<file path="src/hdl/cau_pkg.sv">
// package for the complex arithmetic unit: action codes, status codes,
// controller states and the command/status structs between control and datapath
package cau_pkg;

    typedef enum logic [2:0] {
        ACT_ADD   = 3'd0,
        ACT_SUB   = 3'd1,
        ACT_MUL   = 3'd2,
        ACT_DIV   = 3'd3,
        ACT_EQ    = 3'd4,
        ACT_REQ   = 3'd5,
        ACT_POW   = 3'd6,
        ACT_MOD   = 3'd7
    } action_t;

    localparam logic [1:0] ST_OK  = 2'd0;
    localparam logic [1:0] ST_DZ  = 2'd1;
    localparam logic [1:0] ST_OVF = 2'd2;

    typedef enum logic [3:0] {
        S_IDLE,
        S_SIMPLE,
        S_MUL,
        S_DIV_SETUP,
        S_DIV_ITER,
        S_DIV_DONE,
        S_POW_STEP,
        S_POW_MUL,
        S_SQRT_SETUP,
        S_SQRT_ITER,
        S_OUT
    } state_t;

    // datapath operation commands
    typedef enum logic [3:0] {
        OP_NONE,
        OP_LOAD,
        OP_SIMPLE,
        OP_MUL_AB,
        OP_MUL_ZP,
        OP_MUL_PP,
        OP_DIV_SETUP,
        OP_DIV_RECIP,
        OP_DIV_ITER,
        OP_DIV_DONE,
        OP_SQRT_SETUP,
        OP_SQRT_ITER,
        OP_POW_INIT,
        OP_POW_SHIFT
    } op_t;

    typedef struct packed {
        op_t  op;
    } cmd_t;

    typedef struct packed {
        logic iter_done;
        logic div_zero;
        logic exp_bit;
        logic exp_more;
        logic exp_neg;
    } sts_t;

endpackage

</file>
<file path="src/hdl/cau_ctrl.sv">
// controller state machine for the complex arithmetic unit
// depends on cau_pkg
module cau_ctrl
    import cau_pkg::*;
(
    input  logic    clk,
    input  logic    rst_n,
    input  logic    in_fire,
    input  action_t action,
    input  logic    out_free,
    input  sts_t    sts,
    output cmd_t    cmd,
    output logic    busy,
    output logic    done
);

    state_t  state_reg, state_next;
    action_t act_reg;

    always_ff @(posedge clk or negedge rst_n)
    begin
        if (!rst_n)
        begin
            state_reg <= S_IDLE;
            act_reg   <= ACT_ADD;
        end
        else
        begin
            state_reg <= state_next;
            if (in_fire)
                act_reg <= action;
        end
    end

    always_comb
    begin
        state_next = state_reg;
        unique case (state_reg)
            S_IDLE:
            begin
                if (in_fire)
                begin
                    unique case (action)
                        ACT_MUL: state_next = S_MUL;
                        ACT_DIV: state_next = S_DIV_SETUP;
                        ACT_POW: state_next = S_POW_STEP;
                        ACT_MOD: state_next = S_SQRT_SETUP;
                        default: state_next = S_SIMPLE;
                    endcase
                end
            end
            S_SIMPLE, S_MUL: state_next = S_OUT;
            S_DIV_SETUP:  state_next = sts.div_zero ? S_OUT : S_DIV_ITER;
            S_DIV_ITER:   if (sts.iter_done) state_next = S_DIV_DONE;
            S_DIV_DONE:   state_next = S_OUT;
            S_POW_STEP:
            begin
                if (!sts.exp_more)
                    state_next = sts.exp_neg ? S_DIV_SETUP : S_OUT;
                else
                    state_next = S_POW_MUL;
            end
            S_POW_MUL:    state_next = S_POW_STEP;
            S_SQRT_SETUP: state_next = S_SQRT_ITER;
            S_SQRT_ITER:  if (sts.iter_done) state_next = S_OUT;
            S_OUT:        if (out_free) state_next = S_IDLE;
            default:      state_next = S_IDLE;
        endcase
    end

    always_comb
    begin
        cmd.op = OP_NONE;
        busy   = 1'b1;
        done   = 1'b0;
        unique case (state_reg)
            S_IDLE:
            begin
                busy = 1'b0;
                if (in_fire)
                    cmd.op = (action == ACT_POW) ? OP_POW_INIT : OP_LOAD;
            end
            S_SIMPLE:     cmd.op = OP_SIMPLE;
            S_MUL:        cmd.op = OP_MUL_AB;
            S_DIV_SETUP:  cmd.op = (act_reg == ACT_POW) ? OP_DIV_RECIP : OP_DIV_SETUP;
            S_DIV_ITER:   cmd.op = OP_DIV_ITER;
            S_DIV_DONE:   cmd.op = OP_DIV_DONE;
            S_POW_STEP:   cmd.op = sts.exp_bit ? OP_MUL_ZP : OP_POW_SHIFT;
            S_POW_MUL:    cmd.op = OP_MUL_PP;
            S_SQRT_SETUP: cmd.op = OP_SQRT_SETUP;
            S_SQRT_ITER:  cmd.op = OP_SQRT_ITER;
            S_OUT:        done = 1'b1;
            default:      cmd.op = OP_NONE;
        endcase
    end

endmodule

</file>
<file path="config.mk">
export PLATFORM = sky130hd
export DESIGN_NAME = cau_ctrl
export DESIGN_NICKNAME = d
export VERILOG_FILES = /design/src/hdl/cau_pkg.sv /design/src/hdl/cau_ctrl.sv
export SDC_FILE = /design/constraint.sdc
export NUM_CORES = 1
export LEC_CHECK = 0
export BUFFER_PORTS_ARGS = -buffer_cell sky130_fd_sc_hd__buf_2
export CAP_MARGIN = 10
export CORE_MARGIN = 8
export CORE_UTILIZATION = 40
export DETAILED_ROUTE_END_ITERATION = 10
export MAX_ROUTING_LAYER = met4
export PLACE_DENSITY = 0.66
export SLEW_MARGIN = 10
export SYNTH_ARGS = -nofsm -noshare
export SYNTH_HDL_FRONTEND = slang
export SYNTH_SLANG_ARGS = --single-unit
</file>
<file path="constraint.sdc">
create_clock -name clk -period 1.5 [get_ports clk]
set_clock_uncertainty 0.05 [all_clocks]
set_input_delay 0 -clock clk [delete_from_list [all_inputs] [get_ports clk]]
set_output_delay 0 -clock clk [all_outputs]
set_load 0.02 [all_outputs]
</file>
==> impl_metrics.ini, run 1 <==
[layout]
drive_gt1_share_pct = 54.4
design_area_mm2 = 0.00108
nNetsFinal = 138
area_delta_synth_final_pct = 68.6
num_antenna_cells = 0
final_common_cell = buf_4
largest_reg_flops = 4
most-common-layout-cells = 22 x buf_4, 12 x buf_2, 7 x dlygate4sd3_1, 6 x nand2_1, 5 x o21ai_0
finalNonFillerCells = 141
n_fill_cell = 114

[place]
place_congestion = 0.856
dp.cells = 118
port_buffers = 17
dp_hpwl_um = 1520
dpl_cell_area_um2 = 791

[timing]
worst_pin_slew_ns = 0.304
post-route-min-period_ns = 1.70
setup_slack_ns = -0.196
fmax_mhz = 590
slew_headroom_pct = 79.7
slew_violations = 0
final.period_utilization_pct = 113
hold_viol = 0
setup_tns_ns = -0.603
rsz0062_at_grt = yes
setup_viol = 7

[route]
vias = 860
wirelength_um = 2680
drt-initial-drc-count = 36
route.detailed.drc = 0
vias_per_cell = 6.10
firstDrtPassIters = 4
detail-route-antenna-nets = 0
routedWlPerCell_um = 19.0

[min_path]
hold_class = in2reg

[floorplan]
die-area_mm2 = 0.00314
core_area_mm2 = 0.00151
io_pins = 18
start_util_pct = 42.6
die_w_um = 56.1
rows = 14
die_y_um = 56.1

[clocking]
cts_inserted_buffers = 3
clock_path_buffers = 2
insertion_delay_ns = 0.26
cts_sinks = 7
htreeDepth = 1
cts_tree = yes
clkSlewWorstSetupHoldPaths_ns = 0.06
cts_root_buf = clkbuf_4

[global_route]
grt-ovfl-total = 0
grt_pass1_vias = 807
grt_max_degree = 12
grt_antenna_before_repair = 0
grt_usage_pct = 14.5
grt_pass1_wl_um = 3720

[setup_path]
cp-start-kind = flop
critPathRequiredTime_ns = 1.45
r2r_slack_ns = -0.08
crit_arrival_ns = 1.65
critPathKind = reg2out
critPathMaxFanout = 4
endpoint_kind = output port

[yosys]
yosys_register_bits = 7
seq_area_frac_synth_pct = 27.3
synth_cell_types = 37
yosysWarnings = 0
synth_area_um2 = 642
synth_nets = 92
avgSynthCellArea_um2 = 8.02
syn_inst = 80

[power_and_ir_drop]
power.total_mw = 2.53
p_leak_nw = 0.495
p_per_area_mw_per_mm2 = 2330
vdd_drop_max_uv = 1270

[job]
drv_cap = 0

[status]
violations = setup timing
status = finished with violations
==> final timing paths <==
path,from,end,cells past startpoint
setup / recovery,state_reg[2],cmd[2],4
hold reg to reg,act_reg[2],act_reg[2],1
max in group asynchronous,rst_n,state_reg[1],2
setup reg to reg,state_reg[0],state_reg[0],6
hold / removal,in_fire,act_reg[2],2
min in group asynchronous,rst_n,act_reg[2],2
==> critical path, cell delays in order, from the launching register on <==
cell,delay [ns]
dfrtp_2,0.44
or2_4,0.24
or4_4,0.42
a21oi_2,0.14
buf_4,0.15
==> cell type report <==
type	instances	area, um^2	share of cell area (%)
multi-input combinational	61	475	43.9
timing repair buffer	45	340	31.4
sequential	7	180	16.6
inverter	8	40.0	3.70
clock buffer	4	26.3	2.43
tap	16	20.0	1.85
==> layer usage <==
| metal | vias up | routed length, um | global-route usage, % |
|---|---|---|---|
| li1 | 394 | - | - |
| met1 | 402 | 1060 | 16.6 |
| met2 | 51 | 1350 | 22.0 |
| met3 | 13 | 179 | 5.48 |
| met4 | 0 | 87 | 6.19 |
| met5 | - | 0 | - |
==> synthesized netlist by cell type <==
library cell,n,share of area (%)
o22ai_1,1,0.98
o21ai_1,1,0.78
a21o_1,1,1.2
a31oi_1,2,1.9
nor2_1,2,1.2
mux2_2,2,3.5
o21ai_0,7,5.5
nand3b_1,1,1.2
o211a_1,1,1.6
o211ai_2,1,1.9
xor2_1,1,1.4
nand2_1,7,4.1
nor2_2,1,0.98
buf_6,2,3.5
inv_1,7,4.1
or3_1,1,0.98
a221oi_1,2,2.7
a32oi_1,1,1.4
nand4_1,1,0.98
dfrtp_1,7,27
or2_4,1,1.4
o2bb2ai_1,3,4.1
a211oi_1,1,1.2
or4_1,1,1.2
nor3_1,2,1.6
a31o_2,2,2.7
nor2b_1,4,3.9
o31ai_1,1,1.2
and3_1,2,1.9
and3b_1,1,1.4
o32ai_1,2,2.7
nand2b_1,2,1.9
a2bb2oi_1,1,1.4
buf_2,2,1.6
inv_2,1,0.58
a22oi_1,1,1.2
a21oi_1,4,3.1
==> repair_timing <==
action / 4_1_cts / 5_1_grt
gates resized for setup: 16 / 18
buffers inserted: 5 / 7
endpoints found under the hold margin: 12 / 0
hold buffers: 7 / 0
pin swaps: 8 / 3
endpoints found under the setup margin: 6 / 10
==> stage by stage <==
stage	hold WS, ns	util (%)	setup slack [ns]
detailed placement	-0.208	52.5	-0.00735
finish	0.0567	71.8	-0.196
floorplan	-0.346	-	0.0336
global route	0.0425	71.8	-0.235
CTS	0.0416	64.3	-0.185
global placement	-0.214	52.5	0.0198
==> logic make-up (layout without fill, tap and decap cells) <==
| group | count (synthesis) | in the layout | share of synthesized area [%] |
|---|---|---|---|
| and+or+nand+nor | 26 | 26 | 22.6 |
| muxes | 2 | 2 | 3.51 |
| buffers and inverters | 12 | 57 | 9.75 |
| DFF | 7 | 7 | 27.3 |
| xor gates and xnor gates | 1 | 1 | 1.36 |
| AOI/OAI and AO/OA | 32 | 32 | 35.5 |
==> power by group <==
part           switching [mW]  internal (mW)
Sequential              0.101          0.262
Combinational            1.02          0.961
Clock                  0.0753          0.102
Total                    1.20           1.32
Power figures use the tool's default switching activity.
==> inputs of run 2 (changes only) <==
- PLACE_DENSITY: 0.66 -> 0.73
==> run 2 against run 1 <==
The flow still finishes with violations (setup timing). First-iteration DRC count rose by 14%. Non-clock buffer count down 6. Largest power group unchanged. Die area unchanged. Total power is 5.2% lower. Count of clock-buffer cells in the layout unchanged.
==> impl_metrics.ini, run 2 (same netlist as run 1, synthesis figures left out) <==
[status]
status = finished with violations
violations = setup timing

[global_route]
grtUsageMet3_pct = 3.20
grt-ovfl-total = 0
grt_pass1_vias = 788
grt_antenna_before_repair = 0
grt.busiest_layer = met2
grt_usage_pct = 13.8
grt_max_degree = 11
grtUsageMet2_pct = 20.9
grt_util_met1_pct = 18.1
grt_pass1_wl_um = 3630

[route]
wirelength_um = 2250
drt-initial-drc-count = 41
firstDrtPassIters = 4
route.detailed.drc = 0
vias_per_cell = 5.77
detail-route-antenna-nets = 0
routedWlPerCell_um = 16.7
vias = 779

[timing]
setup_viol = 8
fmax_mhz = 590
hold_viol = 0
post-route-min-period_ns = 1.70
final.period_utilization_pct = 113
rsz0062_at_grt = yes
worst_pin_slew_ns = 0.337
slew_headroom_pct = 77.5
setup_tns_ns = -0.506
setup_slack_ns = -0.196
slew_violations = 0

[place]
dp.cells = 117
dp_hpwl_um = 1470
place_congestion = 0.919
port_buffers = 17
place_ws_ns = 0.0131
dpl_cell_area_um2 = 796

[power_and_ir_drop]
p_per_area_mw_per_mm2 = 2340
p_int_mw = 1.28
combPwrFrac_pct = 78.2
switching_share_pct = 46.5
seqPwrFrac_pct = 15.2
power.switching_mw = 1.11
power_frac_clock_pct = 6.6
power.total_mw = 2.39
vdd_drop_max_uv = 1140
p_leak_nw = 0.461

[layout]
area_delta_synth_final_pct = 59.6
design_area_mm2 = 0.00102
most-common-layout-cells = 19 x buf_4, 12 x buf_2, 7 x nand2_1, 6 x inv_1, 6 x o21ai_0
num_antenna_cells = 0
drive_gt1_share_pct = 49.6
largest_reg_flops = 4
finalNonFillerCells = 135
nNetsFinal = 132
final_common_cell = buf_4

[clocking]
clock_path_buffers = 2
clkSlewWorstSetupHoldPaths_ns = 0.05
cts_root_buf = clkbuf_4
insertion_delay_ns = 0.24
cts_inserted_buffers = 3
htreeDepth = 1
cts_tree = yes
cts_sinks = 7

[floorplan]
core_area_mm2 = 0.00151
rows = 14
die_w_um = 56.1
start_util_pct = 42.6
die-area_mm2 = 0.00314
die_y_um = 56.1
io_pins = 18

[setup_path]
endpoint_kind = output port
crit_arrival_ns = 1.65
path_buf_inv = 1
reg2reg_to = state_reg[0]
critPathKind = reg2out
critPathMaxFanout = 4
crit_path_cell_trace = or2_4 > or4_4 > a21oi_2 > buf_4
critical_path.slowest_cell = dfrtp_2
critPathRequiredTime_ns = 1.45
crit_start = state_reg[0]
crit_cells = 4
r2r_cells = 5
cpLargestDelayFamily = simple AND/OR/NAND/NOR gates
cp-start-kind = flop
worstSetupEndpoint = cmd[2]
cpPeakStageDelay_ns = 0.43
r2r_slack_ns = -0.06
r2r_start = state_reg[0]

[min_path]
hold_class = in2reg

[job]
drv_cap = 0
run 2: changes by cell type in the layout (fill, tap and decap cells not counted), moves of 2 or more:
cell           previous run  this run
a221oi_2                  2         0
buf_4                    22        19
dlygate4sd3_1             7         5
buf_6                     4         2
inv_1                     4         6
nor2_4                    2         0
run 2: repair_timing:
action,in CTS,in global routing
resized for setup,11,11
hold endpoints to repair,11,0
setup endpoints to repair,3,9
hold buffers,5,0
pin swaps,3,3
buffers inserted,7,2
run 2: per-layer routing:
layer,part of all wire [%],vias to the layer above
met5,0,-
met4,1.5,0
met3,8.6,4
met2,49,45
met1,41,350
li1,-,380
run 2: worst min-delay path by stage:
stage | startpoint | endpoint | slack, ns | cells after the start
3_5_place_dp | rst_n | act_reg[0] | -0.21 | 1
5_1_grt | action[2] | act_reg[2] | 0.02 | 2
4_1_cts | action[2] | act_reg[2] | 0.004 | 2
6_report | action[2] | act_reg[2] | 0.01 | 2
2_1_floorplan | rst_n | act_reg[0] | -0.35 | 0
3_3_place_gp | rst_n | state_reg[3] | -0.21 | 1
run 2: power groups by stage:
stage	registers [mW]	clock network [mW]	logic [mW]
floorplan	0.296	0	0.990
detailed placement	0.363	0	1.38
CTS	0.354	0.165	1.62
finish	0.364	0.157	1.87
global route	0.368	0.181	2.02
global placement	0.361	0	1.38
run 2: cell type report:
class | count | area (um^2)
well taps | 16 | 20.0
flip-flops and latches | 7 | 179
repair buffers | 39 | 295
fillers | 107 | 482
inverters | 8 | 36.3
clock buffers | 4 | 26.3
multi-input cells | 61 | 468
run 2: through the flow:
stage	util, %	hold WS [ns]
2_1_floorplan	-	-0.346
3_3_place_gp	52.8	-0.211
3_5_place_dp	52.8	-0.214
4_1_cts	63.5	0.00360
5_1_grt	68.0	0.0178
6_report	68.0	0.0149
==> inputs of run 3 (changes only) <==
- CTS_CLUSTER_DIAMETER: not set -> 60
- SLEW_MARGIN: 10 -> 20
- clock period: 1.5 -> 1.42 ns (I/O delays scaled with it)
==> run 3 against run 2 <==
Sequential share of layout area is 1.7 points lower. Utilization grew 6.6 points. Clock power up 9.6%. First-iteration DRC count fell by 15%. Flip-flop and latch count is the same. The flow still finishes with violations (setup timing). Largest cell class unchanged. Sequential power increased by 1%. Hold slack is essentially flat. Via count is 3.6% higher.
==> impl_metrics.ini, run 3 (same netlist as run 1, synthesis figures left out) <==
[status]
status = finished with violations
violations = setup timing

[global_route]
grt_usage_pct = 14.2
grt_pass1_vias = 824
grt_max_degree = 9
grt_antenna_before_repair = 0
grt-ovfl-total = 0
grt_pass1_wl_um = 3700

[setup_path]
critPathRequiredTime_ns = 1.37
r2r_start = state_reg[0]
r2r_slack_ns = -0.07
endpoint_kind = output port
reg2reg_to = state_reg[2]
crit_arrival_ns = 1.59
r2r_cells = 5
critPathKind = reg2out
cp-start-kind = flop
critPathMaxFanout = 3
crit_start = state_reg[0]

[min_path]
min-delay-start = action[2]
hold_class = in2reg
hold-path-endpoint = act_reg[2]
hold_path_depth = 2

[route]
vias = 807
drt-initial-drc-count = 35
vias_per_cell = 5.85
firstDrtPassIters = 4
detail-route-antenna-nets = 0
route.detailed.drc = 0
wirelength_um = 2400
routedWlPerCell_um = 17.4

[timing]
slew_violations = 0
setup_slack_ns = -0.220
final.period_utilization_pct = 116
hold_viol = 0
rsz0062_at_grt = yes
fmax_mhz = 610
worst_pin_slew_ns = 0.353
setup_viol = 7
slew_headroom_pct = 76.3
setup_tns_ns = -0.749
post-route-min-period_ns = 1.64

[clocking]
clock_path_buffers = 2
insertion_delay_ns = 0.24
cts_inserted_buffers = 3
cts_tree = yes
htreeDepth = 1
cts_root_buf = clkbuf_4
clkSlewWorstSetupHoldPaths_ns = 0.05
cts_sinks = 7

[place]
port_buffers = 17
place_congestion = 0.951
dp.cells = 123
dp_hpwl_um = 1560

[layout]
nNetsFinal = 135
n_fill_cell = 99
most-common-layout-cells = 21 x buf_4, 11 x buf_2, 6 x nand2_1, 6 x o21ai_0, 6 x buf_6
final_common_cell = buf_4
largest_reg_flops = 4
finalNonFillerCells = 138
drive_gt1_share_pct = 59.0
num_antenna_cells = 0
area_delta_synth_final_pct = 75.2

[power_and_ir_drop]
p_per_area_mw_per_mm2 = 2540
switching_share_pct = 46.7
vdd_drop_max_uv = 1320
p_leak_nw = 0.491
seqPwrFrac_pct = 12.9
p_int_mw = 1.53
power_frac_clock_pct = 6.0
combPwrFrac_pct = 81.1
power.switching_mw = 1.34

[floorplan]
core_area_mm2 = 0.00151
die_y_um = 56.1
start_util_pct = 42.6
die-area_mm2 = 0.00314
die_w_um = 56.1
rows = 14
io_pins = 18

[job]
drv_cap = 0
## run 3: changes by cell type in the layout (fill, tap and decap cells not counted), sizes merged
| cell | previous run | this run |
|---|---|---|
| buf | 34 | 38 |
| dlygate4sd3 | 5 | 3 |
| clkbuf | 4 | 5 |
## run 3: how the worst max path moves through the flow
stage / end / cells after the start
2_1_floorplan: cmd[2] / 4
3_3_place_gp: cmd[2] / 4
3_5_place_dp: state_reg[0] / 4
4_1_cts: cmd[2] / 4
5_1_grt: cmd[0] / 6
6_report: cmd[2] / 4
## run 3: area by class of cell
class | count | area (um^2) | share of cell area (%)
Timing Repair Buffer | 42 | 315 | 28.0
Sequential cell | 7 | 178 | 15.8
Tap cell | 16 | 20.0 | 1.78
Inverter | 8 | 38.8 | 3.45
Multi-Input combinational cell | 61 | 547 | 48.6
Clock buffer | 4 | 26.3 | 2.34
## run 3: repair_timing
action                                 CTS  global route
gates resized for setup                 17            25
hold buffers                             3             0
pin swaps                                7            12
buffers inserted                         3             5
setup endpoints to repair                9            10
endpoints found under the hold margin    9             0
cloned                                   0             0
## run 3: metrics by stage
step	setup slack (ns)	area [um^2]	hold slack, ns	util [%]	power [mW]
5_1_grt	-0.290	1120	0.00765	74.7	3.06
2_1_floorplan	-0.0221	662	-0.346	-	1.38
4_1_cts	-0.210	978	0.00414	65.0	2.35
6_report	-0.220	1120	0.0147	74.7	2.86
3_3_place_gp	-0.00811	840	-0.212	55.7	1.90
3_5_place_dp	-0.0424	840	-0.215	55.7	1.91
## run 3: worst max-delay path: stages (launching register included)
cell     delay [ns]
dfrtp_1        0.39
or2_4          0.25
or4_4          0.43
a21oi_4        0.14
buf_6          0.13
## run 3: per-layer routing
layer / wire [um] / global-route usage (%)
met1: 977 / 15.3
met2: 1240 / 22.3
met3: 128 / 3.65
met4: 55 / 9.28
met5: 0 / -
## run 3: power groups by stage
stage	Sequential (mW)	Clock, mW	Combinational [mW]
3_3_place_gp	0.357	0	1.55
4_1_cts	0.361	0.182	1.80
6_report	0.369	0.172	2.32
3_5_place_dp	0.359	0	1.55
2_1_floorplan	0.312	0	1.06
5_1_grt	0.373	0.198	2.49
